`src/rtl/core/qsph_pkg.sv`:
```
// Shared constants, types and base decode for the quartet site-pattern histogram.
// No dependencies.
package qsph_pkg;

    localparam int MAX_COLUMNS_LOG2 = 20;
    localparam int FRACTION_BITS    = 16;

    localparam int CNT_W  = MAX_COLUMNS_LOG2 + 1;   // bins and column count
    localparam int Q_W    = FRACTION_BITS + 1;      // quotient, 1.0 included
    localparam int REM_W  = CNT_W + 1;              // remainder after shift
    localparam int STEP_W = $clog2(Q_W);
    localparam int PAT_W  = 6;
    localparam int N_PAT  = 1 << PAT_W;

    localparam logic [CNT_W-1:0]  BIN_CAP   = {1'b1, {MAX_COLUMNS_LOG2{1'b0}}};
    localparam logic [STEP_W-1:0] STEP_LAST = STEP_W'(Q_W - 1);
    localparam logic [PAT_W-1:0]  PAT_LAST  = PAT_W'(N_PAT - 1);

    localparam logic [7:0] CHAR_A = 8'h41;
    localparam logic [7:0] CHAR_T = 8'h54;
    localparam logic [7:0] CHAR_G = 8'h47;
    localparam logic [7:0] CHAR_C = 8'h43;

    typedef struct packed {
        logic ok;
        logic [1:0] code;
    } t_base;

    // divider request group
    typedef struct packed {
        logic start;
        logic ack;
    } t_div_req;

    function automatic t_base base_code(input logic [7:0] ch);
        t_base b;
        b.ok   = 1'b1;
        b.code = 2'd0;
        case (ch)
            CHAR_A:  b.code = 2'd0;
            CHAR_T:  b.code = 2'd1;
            CHAR_G:  b.code = 2'd2;
            CHAR_C:  b.code = 2'd3;
            default: b.ok   = 1'b0;
        endcase
        return b;
    endfunction

endpackage

```
`src/rtl/core/qsph_cell.sv`:
```
// One histogram bin of the cell chain: counts hits on its own pattern and,
// during readout, takes the bin of its upper neighbor. Uses qsph_pkg.
module qsph_cell (
    input  logic                          i_clk,
    input  logic                          i_rst_n,
    input  logic [qsph_pkg::PAT_W-1:0]    i_idx,
    input  logic                          i_inc,
    input  logic [qsph_pkg::PAT_W-1:0]    i_pattern,
    input  logic                          i_shift,
    input  logic [qsph_pkg::CNT_W-1:0]    i_next_bin,
    output logic [qsph_pkg::CNT_W-1:0]    o_bin
);

    logic [qsph_pkg::CNT_W-1:0] r_bin;
    logic [qsph_pkg::CNT_W-1:0] n_bin;

    always_comb begin
        n_bin = r_bin;
        if (i_shift) begin
            n_bin = i_next_bin;
        end else if (i_inc && i_pattern == i_idx && r_bin != qsph_pkg::BIN_CAP) begin
            n_bin = r_bin + qsph_pkg::CNT_W'(1);
        end
    end

    always_ff @(posedge i_clk) begin
        if (!i_rst_n) begin
            r_bin <= '0;
        end else begin
            r_bin <= n_bin;
        end
    end

    assign o_bin = r_bin;

endmodule

```
`src/rtl/core/qsph_div.sv`:
```
// Restoring divider, one quotient bit per cycle: floor(num * 2^FRACTION_BITS / den)
// for num <= den. Uses qsph_pkg.
module qsph_div (
    input  logic                          i_clk,
    input  logic                          i_rst_n,
    input  qsph_pkg::t_div_req            i_req,
    input  logic [qsph_pkg::CNT_W-1:0]    i_num,
    input  logic [qsph_pkg::CNT_W-1:0]    i_den,
    output logic                          o_done,
    output logic [qsph_pkg::Q_W-1:0]      o_quot
);

    logic                          r_busy;
    logic                          r_done;
    logic [qsph_pkg::STEP_W-1:0]   r_step;
    logic [qsph_pkg::REM_W-1:0]    r_rem;
    logic [qsph_pkg::CNT_W-1:0]    r_den;
    logic [qsph_pkg::Q_W-1:0]      r_quot;

    logic [qsph_pkg::REM_W-1:0]    w_rem_in;
    logic [qsph_pkg::REM_W-1:0]    w_den_ext;
    logic                          w_ge;

    // first step tests num >= den without a shift (gives the 1.0 bit)
    assign w_den_ext = {1'b0, r_den};
    assign w_rem_in  = (r_step == '0) ? r_rem : {r_rem[qsph_pkg::REM_W-2:0], 1'b0};
    assign w_ge      = (w_rem_in >= w_den_ext);

    always_ff @(posedge i_clk) begin
        if (!i_rst_n) begin
            r_busy <= 1'b0;
            r_done <= 1'b0;
            r_step <= '0;
        end else begin
            if (i_req.ack) begin
                r_done <= 1'b0;
            end
            if (i_req.start) begin
                r_busy <= 1'b1;
                r_done <= 1'b0;
                r_step <= '0;
            end else if (r_busy) begin
                r_step <= r_step + qsph_pkg::STEP_W'(1);
                if (r_step == qsph_pkg::STEP_LAST) begin
                    r_busy <= 1'b0;
                    r_done <= 1'b1;
                end
            end
        end
    end

    always_ff @(posedge i_clk) begin
        if (i_req.start) begin
            r_rem <= {1'b0, i_num};
            r_den <= i_den;
        end else if (r_busy) begin
            r_rem  <= w_ge ? (w_rem_in - w_den_ext) : w_rem_in;
            r_quot <= {r_quot[qsph_pkg::Q_W-2:0], w_ge};
        end
    end

    assign o_done = r_done;
    assign o_quot = r_quot;

    a_busy_done_excl: assert property (@(posedge i_clk) disable iff (!i_rst_n)
        !(r_busy && r_done)) else $error("divider busy and done together");

    a_done_after_last: assert property (@(posedge i_clk) disable iff (!i_rst_n)
        (r_busy && !i_req.start && r_step == qsph_pkg::STEP_LAST) |=> r_done)
        else $error("divider did not finish after last step");

    a_step_range: assert property (@(posedge i_clk) disable iff (!i_rst_n)
        r_busy |-> (r_step <= qsph_pkg::STEP_LAST))
        else $error("divider step out of range");

endmodule

```
`src/rtl/core/quartet_site_pattern_histogram.sv`:
```
// Top level of the quartet site-pattern histogram: column decode, chain of 64
// bin cells, divider and readout control. Uses qsph_pkg, qsph_cell, qsph_div.
//
// Input stream: one alignment column per request, four character bytes in
// tdata (first sequence lowest), tlast marks the final column. Characters
// other than A, T, G, C make the column skipped (it still ends the run).
// While collecting, a column is taken every cycle; its bin and the valid
// column count update at the accepting edge (both saturate at 2^20).
// On the last column the block enters readout and holds tready low. The
// cell chain shifts toward cell 0, one bin per result, zeros entering at
// the top, so the histogram is clear when readout ends. For each result
// the divider is started on the bin in cell 0 and divides it by the column
// count; when done and the output register is free the result loads, and
// only then does the next division start. Results leave through one output register:
// a stalled receiver holds that register and the chain waits with it.
// tready rises again at the edge that loads the final result.
// Reset clears the bins, the count and the handshake state; the block is
// ready to collect on the first cycle after reset.
module quartet_site_pattern_histogram (
    input  logic        i_clk,
    input  logic        i_rst_n,
    input  logic        i_s_axis_tvalid,
    output logic        o_s_axis_tready,
    input  logic [31:0] i_s_axis_tdata,   // char_first, char_second, char_third, char_fourth
    input  logic        i_s_axis_tlast,   // last_column
    output logic        o_m_axis_tvalid,
    input  logic        i_m_axis_tready,
    output logic [47:0] o_m_axis_tdata,   // pattern, frequency, valid_columns, zero fill
    output logic        o_m_axis_tuser,   // no_valid_columns
    output logic        o_m_axis_tlast    // last_pattern
);

    typedef enum logic {
        S_COLLECT,
        S_EMIT
    } t_state;

    t_state r_state;
    logic [qsph_pkg::CNT_W-1:0] r_count;
    logic [qsph_pkg::PAT_W-1:0] r_idx;
    logic                       r_div_start;
    logic                       r_m_valid;
    logic [qsph_pkg::PAT_W-1:0] r_m_pattern;
    logic [qsph_pkg::Q_W-1:0]   r_m_freq;
    logic [qsph_pkg::CNT_W-1:0] r_m_count;
    logic                       r_m_empty;
    logic                       r_m_last;

    qsph_pkg::t_base b1, b2, b3, b4;
    logic                       w_accept;
    logic                       w_col_ok;
    logic                       w_inc;
    logic [qsph_pkg::PAT_W-1:0] w_pattern;
    logic                       w_load;
    logic                       w_div_done;
    logic [qsph_pkg::Q_W-1:0]   w_quot;
    qsph_pkg::t_div_req         w_div_req;
    logic [qsph_pkg::CNT_W-1:0] w_bin [qsph_pkg::N_PAT];
    logic [qsph_pkg::CNT_W-1:0] w_next [qsph_pkg::N_PAT];

    assign b1 = qsph_pkg::base_code(i_s_axis_tdata[7:0]);
    assign b2 = qsph_pkg::base_code(i_s_axis_tdata[15:8]);
    assign b3 = qsph_pkg::base_code(i_s_axis_tdata[23:16]);
    assign b4 = qsph_pkg::base_code(i_s_axis_tdata[31:24]);

    assign o_s_axis_tready = (r_state == S_COLLECT);
    assign w_accept  = i_s_axis_tvalid && o_s_axis_tready;
    assign w_col_ok  = b1.ok && b2.ok && b3.ok && b4.ok;
    assign w_inc     = w_accept && w_col_ok;
    assign w_pattern = {b2.code ^ b1.code, b3.code ^ b1.code, b4.code ^ b1.code};

    // next result goes out when the divider is done and the output slot frees
    assign w_load = (r_state == S_EMIT) && w_div_done && (!r_m_valid || i_m_axis_tready);

    genvar g;
    generate
        for (g = 0; g < qsph_pkg::N_PAT; g++) begin : g_cell
            if (g == qsph_pkg::N_PAT - 1) begin : g_top
                assign w_next[g] = '0;
            end else begin : g_mid
                assign w_next[g] = w_bin[g+1];
            end
            qsph_cell u_cell (
                .i_clk      (i_clk),
                .i_rst_n    (i_rst_n),
                .i_idx      (qsph_pkg::PAT_W'(g)),
                .i_inc      (w_inc),
                .i_pattern  (w_pattern),
                .i_shift    (w_load),
                .i_next_bin (w_next[g]),
                .o_bin      (w_bin[g])
            );
        end
    endgenerate

    assign w_div_req.start = r_div_start;
    assign w_div_req.ack   = w_load;

    qsph_div u_div (
        .i_clk   (i_clk),
        .i_rst_n (i_rst_n),
        .i_req   (w_div_req),
        .i_num   (w_bin[0]),
        .i_den   (r_count),
        .o_done  (w_div_done),
        .o_quot  (w_quot)
    );

    always_ff @(posedge i_clk) begin
        if (!i_rst_n) begin
            r_state     <= S_COLLECT;
            r_count     <= '0;
            r_idx       <= '0;
            r_div_start <= 1'b0;
            r_m_valid   <= 1'b0;
        end else begin
            r_div_start <= 1'b0;
            if (r_m_valid && i_m_axis_tready) begin
                r_m_valid <= 1'b0;
            end
            case (r_state)
                S_COLLECT: begin
                    if (w_inc && r_count != qsph_pkg::BIN_CAP) begin
                        r_count <= r_count + qsph_pkg::CNT_W'(1);
                    end
                    if (w_accept && i_s_axis_tlast) begin
                        r_state     <= S_EMIT;
                        r_idx       <= '0;
                        r_div_start <= 1'b1;
                    end
                end
                S_EMIT: begin
                    if (w_load) begin
                        r_m_valid <= 1'b1;
                        r_idx     <= r_idx + qsph_pkg::PAT_W'(1);
                        if (r_idx == qsph_pkg::PAT_LAST) begin
                            r_state <= S_COLLECT;
                            r_count <= '0;
                        end else begin
                            r_div_start <= 1'b1;
                        end
                    end
                end
                default: begin
                    r_state <= S_COLLECT;
                end
            endcase
        end
    end

    always_ff @(posedge i_clk) begin
        if (w_load) begin
            r_m_pattern <= r_idx;
            r_m_freq    <= (r_count == '0) ? '0 : w_quot;
            r_m_count   <= r_count;
            r_m_empty   <= (r_count == '0);
            r_m_last    <= (r_idx == qsph_pkg::PAT_LAST);
        end
    end

    assign o_m_axis_tvalid = r_m_valid;
    assign o_m_axis_tdata  = {4'b0000, r_m_count, r_m_freq, r_m_pattern};
    assign o_m_axis_tuser  = r_m_empty;
    assign o_m_axis_tlast  = r_m_last;

    a_bin_le_count: assert property (@(posedge i_clk) disable iff (!i_rst_n)
        (r_state == S_COLLECT) |-> (w_bin[0] <= r_count))
        else $error("bin exceeds column count");

    a_clear_after_run: assert property (@(posedge i_clk) disable iff (!i_rst_n)
        (w_load && r_idx == qsph_pkg::PAT_LAST)
        |=> (r_count == '0 && w_bin[0] == '0 && w_bin[qsph_pkg::N_PAT-1] == '0))
        else $error("histogram not clear after readout");

    a_last_flag: assert property (@(posedge i_clk) disable iff (!i_rst_n)
        (w_load && r_idx == qsph_pkg::PAT_LAST) |=> (o_m_axis_tvalid && o_m_axis_tlast))
        else $error("final result without tlast");

    a_freq_bound: assert property (@(posedge i_clk) disable iff (!i_rst_n)
        o_m_axis_tvalid |-> (r_m_freq <= {1'b1, {qsph_pkg::FRACTION_BITS{1'b0}}}))
        else $error("frequency above 1.0");

endmodule
```
`config.mk`:
```
export PLATFORM = sky130hd
export DESIGN_NAME = quartet_site_pattern_histogram
export DESIGN_NICKNAME = d
export VERILOG_FILES = /design/src/rtl/core/qsph_pkg.sv /design/src/rtl/core/qsph_cell.sv /design/src/rtl/core/qsph_div.sv /design/src/rtl/core/quartet_site_pattern_histogram.sv
export SDC_FILE = /design/constraint.sdc
export NUM_CORES = 2
export LEC_CHECK = 0
export ABC_CLOCK_PERIOD_IN_PS = 62000
export BUFFER_PORTS_ARGS = -buffer_cell sky130_fd_sc_hd__clkbuf_2
export CORE_MARGIN = 3
export CORE_UTILIZATION = 50
export CTS_CLUSTER_SIZE = 25
export DETAILED_ROUTE_END_ITERATION = 8
export GPL_TIMING_DRIVEN = 0
export MAX_ROUTING_LAYER = met4
export PLACE_DENSITY = 0.65
export REMOVE_ABC_BUFFERS = 1
export SETUP_SLACK_MARGIN = 0.5
export SYNTH_ARGS = -nofsm -noshare
export SYNTH_HDL_FRONTEND = slang
export SYNTH_HIERARCHICAL = 1
export SYNTH_SLANG_ARGS = --single-unit
```
`constraint.sdc`:
```
create_clock -name i_clk -period 62 [get_ports i_clk]
set_input_delay 12.4 -clock i_clk [delete_from_list [all_inputs] [get_ports i_clk]]
set_output_delay 12.4 -clock i_clk [all_outputs]
set_load 0.01 [all_outputs]
```
# Word level (Yosys, flattened, before mapping)
# Cells that the tools add are included.
dict set report word_totals {
  regBits 1487
  input_bits 37
  output_inout_bits 52
  elab_cells 682
}
dict set report classes {
  add_sub_neg 68
  magnitude_cmp 1
  eq_ne 150
  muxes 160
  n_bitwise 6
  reduce_logical 216
}
# cell count
set op_table {}
lappend op_table {{$mux 21} 131}
lappend op_table {{$add 21x1->21 const B} 65}
lappend op_table {{$ne 21x21->1 const B} 65}
lappend op_table {{$eq 6x6->1 const B} 33}
lappend op_table {{$logic_and 1x1->1} 138}
lappend op_table {{$eq 8x7->1 const B} 16}
lappend op_table {{$reduce_bool 2->1} 64}
lappend op_table {{$eq 6x5->1 const B} 16}
lappend op_table {{$eq 6x4->1 const B} 8}
lappend op_table {{$mux 22} 2}
lappend op_table {{$pmux 21 s2} 1}
lappend op_table {{$eq 6x3->1 const B} 4}
lappend op_table {{$pmux 2 s3} 4}
lappend op_table {{$ge 22x21->1} 1}
lappend op_table {{$sub 22x21->22} 1}
lappend op_table {{$logic_not 21->1} 1}
lappend op_table {{$mux 1} 17}
lappend op_table {{$reduce_or 4->1} 4}
lappend op_table {{$eq 6x2->1 const B} 2}
lappend op_table {{$mux 6} 2}
lappend op_table {{$pmux 6 s2} 1}
lappend op_table {{$ne 2x1->1 const B} 4}
lappend op_table {{$add 6x1->6 const B} 1}
lappend op_table {{$eq 6x1->1 const B} 1}
lappend op_table {{12 further kinds} 19}

# Logic depth before layout (Yosys ltp)
dict set report logic_depth {
  depth_word 11
  depth_mapped 16
  ltp_nobuf 14
}

# By module
# The synthesis kept the hierarchy.
# module instances cells_each area_per_inst_um2 seq_area_each_um2
set by_module_without_submodules {}
lappend by_module_without_submodules {qsph_cell 64 182 1552.7 420.4}
lappend by_module_without_submodules {qsph_div 1 367 3988.8 1931.9}
lappend by_module_without_submodules {quartet_site_pattern_histogram 1 317 3535.9 1981.9}

# Least setup slack after synthesis
# Ideal clock, no wire load.
dict set report synth_timing {
  path_kind {input port to flip-flop}
  startpoint {in i_s_axis_tdata[25]}
  endpoint {reg g_cell[0].u_cell.r_bin (netlist bit g_cell[0].u_cell/o_bin[14])}
  setup_time_ns 0.123
  arrival_ns 38.673
  t_required_ns 61.877
  setup_slack_ns 23.204
  stages 8
  n_path_buf 0
  path_cell_list {nor4bb_1 a21oi_1 or3_1 nor4_1 nand2_1 nor4_4 and3_1 nor3_2}
}
dict set report synth_between {
  elab_chain_cells 8
  word_cells_on_any_way 14
  cone_classes {eq/ne (4); mux (2); bitwise (1); reduce/logical (7)}
}
# item line_no
set synth_lines {}
lappend synth_lines {{from (decl)} quartet_site_pattern_histogram.sv:24} ;# input logic [31:0] i_s_axis_tdata,
lappend synth_lines {{$eq 8x7->1} qsph_pkg.sv:39} ;# case (ch)
lappend synth_lines {{$reduce_or 4->1 (no source line) *} n/a}
lappend synth_lines {{$mux 1 *} qsph_pkg.sv:39}
lappend synth_lines {{$logic_and 1x1->1 *} quartet_site_pattern_histogram.sv:68} ;# assign w_col_ok = b1.ok && b2.ok && b3.ok && b4.ok;
lappend synth_lines {{$logic_and 1x1->1 *} quartet_site_pattern_histogram.sv:69} ;# assign w_inc = w_accept && w_col_ok;
lappend synth_lines {{named net w_inc} quartet_site_pattern_histogram.sv:52} ;# logic w_inc;
lappend synth_lines {{$logic_and 1x1->1 * (2 in series)} qsph_cell.sv:21} ;# end else if (i_inc && i_pattern == i_idx && r_bin != qsph_pkg::BIN_CAP) begin
lappend synth_lines {{$reduce_bool 2->1 (no source line) *} n/a}
lappend synth_lines {{to (signal assigned)} qsph_cell.sv:30} ;# r_bin <= n_bin;
lappend synth_lines {{to (decl)} qsph_cell.sv:14} ;# logic [qsph_pkg::CNT_W-1:0] r_bin;
# Mark *: on every way through the listed nets, which the timed path passes. The rest lies on a longest branch.
# A chain may end at the register's enable or synchronous reset.

# Worst setup path in the final report
dict set report layout_timing {
  startpoint {in i_s_axis_tdata[25]}
  endpoint {reg g_cell[45].u_cell.r_bin (netlist bit g_cell[45].u_cell/o_bin[12])}
}
dict set report layout_between {
  elab_chain_cells 8
  word_cells_on_any_way 14
  cone_classes {eq/ne (5); mux (2); bitwise (1); reduce/logical (6)}
}
# item line_no
set layout_lines {}
lappend layout_lines {{$eq 8x7->1} qsph_pkg.sv:39}
lappend layout_lines {{$reduce_or 4->1 (no source line) *} n/a}
lappend layout_lines {{$mux 1 *} qsph_pkg.sv:39}
lappend layout_lines {{$logic_and 1x1->1 *} quartet_site_pattern_histogram.sv:68}
lappend layout_lines {{$logic_and 1x1->1 *} quartet_site_pattern_histogram.sv:69}
lappend layout_lines {{named net w_inc} quartet_site_pattern_histogram.sv:52}
lappend layout_lines {{$logic_and 1x1->1 * (2 in series)} qsph_cell.sv:21}
lappend layout_lines {{$reduce_bool 2->1 (no source line) *} n/a}
lappend layout_lines {{to (signal assigned)} qsph_cell.sv:30}
lappend layout_lines {{to (decl)} qsph_cell.sv:14}
# Marks and branches as above.

==> impl_metrics.env <==
export IMPL_drcViolationCount=0
export IMPL_core_area_sq_mm=0.212
export IMPL_yosysMostFrequentCell="dfxtp_1"
export IMPL_worstSkewPairLatency_ns=0.82
export IMPL_worst_hold_path_type="reg -> reg"
export IMPL_cts_tree="built"
export IMPL_cp_max_fo=12
export IMPL_start_kind="input pin"
export IMPL_grt_pass1_wl_mm=484
export IMPL_p_leak_nw=40.8
export IMPL_vdd_drop_max_uv=29.9
export IMPL_post_cts_buffers=0
export IMPL_syn2layout_area_growth_pct=8.31
export IMPL_slew_viol_final=0
export IMPL_clock_sinks=1487
export IMPL_fin_util_pct=54.5
export IMPL_clk_path_buf_depth=3
export IMPL_globalplace_congestion=0.877
export IMPL_grt_use_total_pct=26.4
export IMPL_fmax_ghz=0.0602
export IMPL_htreeDepth=4
export IMPL_clk_pin_slew_ns=0.05
export IMPL_final_setup_viol_count=0
export IMPL_grt_max_degree=204
export IMPL_final_cells=15162
export IMPL_finalHoldViolCount=0
export IMPL_powerDensity_mw_per_mm2=19.2
export IMPL_die_area_sq_mm=0.219
export IMPL_wl_per_cell_um=19.3
export IMPL_ios=89
export IMPL_grt_pass1_vias=91922
export IMPL_start_util_pct=50.4
export IMPL_tightest_slew_ns=1.14
export IMPL_required_ns=62.74
export IMPL_dpl_hpwl_mm=203
export IMPL_core_rowCount=169
export IMPL_placed_cells=14837
export IMPL_reg2reg_slack_ns=56.43
export IMPL_ys_flop_type="dfxtp_1"
export IMPL_outcome="finished clean"
export IMPL_multi_input_area_sq_mm=0.0718
export IMPL_crit_arrival_ns=17.34
export IMPL_cts_made_buffers=179
export IMPL_synth_edf_count=105
export IMPL_syn_area_per_cell_sq_um=8.67
export IMPL_final_seq_area_sq_mm=0.0308
export IMPL_synth_seq_cells=1487
export IMPL_rsz0062_at_grt="no"
export IMPL_drt_pass1_iterations=6
export IMPL_die_x_um=468
export IMPL_pre_cts_ws_ns=44.48
export IMPL_num_vias=97226
export IMPL_fin_ws_ns=45.40
export IMPL_antenna_found_initial=1
export IMPL_fp_dieH_um=468
export IMPL_port_buffer_count=84
export IMPL_syn_cell_area_sq_mm=0.107
export IMPL_postSynthCellCount=12332
export IMPL_ctsResizeCount=0
export IMPL_synthTopCellsByCount="1,382 x dfxtp_1, 988 x o21ai_0, 715 x nor3_1"
export IMPL_max_slew_margin_rel_pct=23.7
export IMPL_drtIter0Drc=7625
export IMPL_synth_cell_types=78
export IMPL_clock_tree_root_cell="clkbuf_16"
export IMPL_synth_async_reset_ratio_pct=0
export IMPL_worstSetupPathType="in -> reg"
export IMPL_drive_gt1_share_pct=15.1
export IMPL_skew_ns=0.0243
export IMPL_cp_end_kind="flop"
export IMPL_synth_area_top_cells="dfxtp_1 26%, nor4_2 6.0%, o21ai_0 4.6%, xnor2_1 4.3%, and3_1 4.2%"
export IMPL_drtAntennaViolNets=0
export IMPL_timing_max_cap_violations=0
export IMPL_nNetsFinal=12390
export IMPL_yosysWarnings=6
export IMPL_hold_slack_ns=0.441
export IMPL_finalWirelength_mm=293
export IMPL_yosysSeqAreaShare_pct=28.8
export IMPL_synth_area_leader_cell="dfxtp_1"
export IMPL_yosysTopAreaCellShare_pct=25.9
export IMPL_via_per_inst=6.41
export IMPL_finalCriticalPeriod_ns=16.60
export IMPL_grt_overflow=0
export IMPL_min_period_over_period_pct=26.8
export IMPL_cts_hold_buf=0
export IMPL_num_fill_cells=19388
==> power breakdown <==
part           switching, mW  internal (mW)  total (mW)
clock                  0.441          0.615        1.06
combinational          0.102         0.0631       0.165
sequential            0.0234          0.978        1.00
total                  0.567           1.66        2.22
==> routing by layer <==
layer	vias to the layer above	part of all wire, %	global-route usage [%]
met5	-	0	-
met4	0	2.5	7.40
met3	522	4.3	2.86
met2	2386	48	43.0
met1	47470	46	34.8
li1	46848	-	-
==> layout by cell type (no fill, tap or decap), drive strengths merged, types with 130 or more instances in the layout <==
| cell type | Yosys | layout |
|---|---|---|
| dfxtp | 1382 | 1382 |
| o21ai | 1052 | 1052 |
| nor4 | 781 | 781 |
| nor3 | 779 | 779 |
| and3 | 774 | 774 |
| nand3 | 733 | 733 |
| xnor2 | 720 | 720 |
| a211oi | 579 | 579 |
| nand4 | 531 | 531 |
| nand2 | 496 | 496 |
| a21oi | 484 | 484 |
| conb | 2 | 409 |
| inv | 363 | 371 |
| clkbuf | 466 | 362 |
| nor2b | 350 | 350 |
| mux2i | 272 | 272 |
| nor2 | 231 | 231 |
| nor4b | 201 | 201 |
| and4 | 193 | 193 |
| ha | 154 | 154 |
| a31oi | 131 | 131 |
| and2 | 130 | 130 |
| a32oi | 130 | 130 |
==> metrics by stage <==
| stage | area (sq um) | total power [mW] | TNS (ns) |
|---|---|---|---|
| 2_1_floorplan | 104000 | 1.13 | 0 |
| 3_3_place_gp | 108000 | 1.22 | -43.63 |
| 3_5_place_dp | 110000 | 1.19 | 0 |
| 4_1_cts | 116000 | 2.25 | 0 |
| 5_1_grt | 116000 | 2.31 | 0 |
| 6_report | 116000 | 2.22 | 0 |
==> layout make-up <==
cell class | instances | share of cell area, %
clock buffers | 278 | 4.60
inverters | 363 | 1.18
well taps | 2821 | 3.05
diodes | 1 | 0.00216
multi-input cells | 9966 | 62.0
flip-flops and latches | 1487 | 26.6
repair buffers | 201 | 2.06
clock inverters | 45 | 0.463
==> sequential cells by signal, summed over array words and instances (netlist names) <==
register / cells
r_state: 1
u_div/o_done: 1
r_idx: 6
u_div/r_rem: 22
u_div/r_den: 21
u_div/r_step: 5
r_m_pattern: 6
o_m_axis_tuser: 1
u_div/r_busy: 1
o_m_axis_tlast: 1
g_cell.u_cell/o_bin: 1344
r_m_count: 21
r_m_freq: 17
u_div/o_quot: 17
r_div_start: 1
r_count: 21
o_m_axis_tvalid: 1
==> final timing paths <==
path / to / start / cells past startpoint
worst min-delay path: u_div/o_quot[3] / u_div/o_quot[2] / 0
worst max-delay path: g_cell[45].u_cell/o_bin[12] / i_s_axis_tdata[25] / 17
worst max register to register: g_cell[46].u_cell/o_bin[2] / r_state / 13
worst min register to register: u_div/o_quot[3] / u_div/o_quot[2] / 0
==> critical path, stage by stage <==
cell and delay, ns:
clkbuf_2 0.11, nor4bb_1 0.36, a21oi_1 0.14, or3_1 0.38, nor4_2 0.70, buf_4 0.31
buf_4 0.19, buf_4 0.20, buf_4 0.20, buf_4 0.21, buf_4 0.22, buf_4 0.22
buf_4 0.21, nand4_4 0.17, a211oi_2 0.82, a311oi_1 0.23, a211oi_1 0.21
==> kinds of logic (layout without fill, tap and decap cells) <==
family,Yosys count,after routing,share of synthesized area [%]
buf+inv,1286,887,5.52
xor+xnor,795,795,7.86
flops,1487,1487,28.8
other cells,2,410,0.00703
simple gates,5495,5495,36.2
compound gates,2814,2814,17.0
fa+ha+maj,155,155,1.82
mux,298,298,2.82
(Power assumes the default switching activity.)
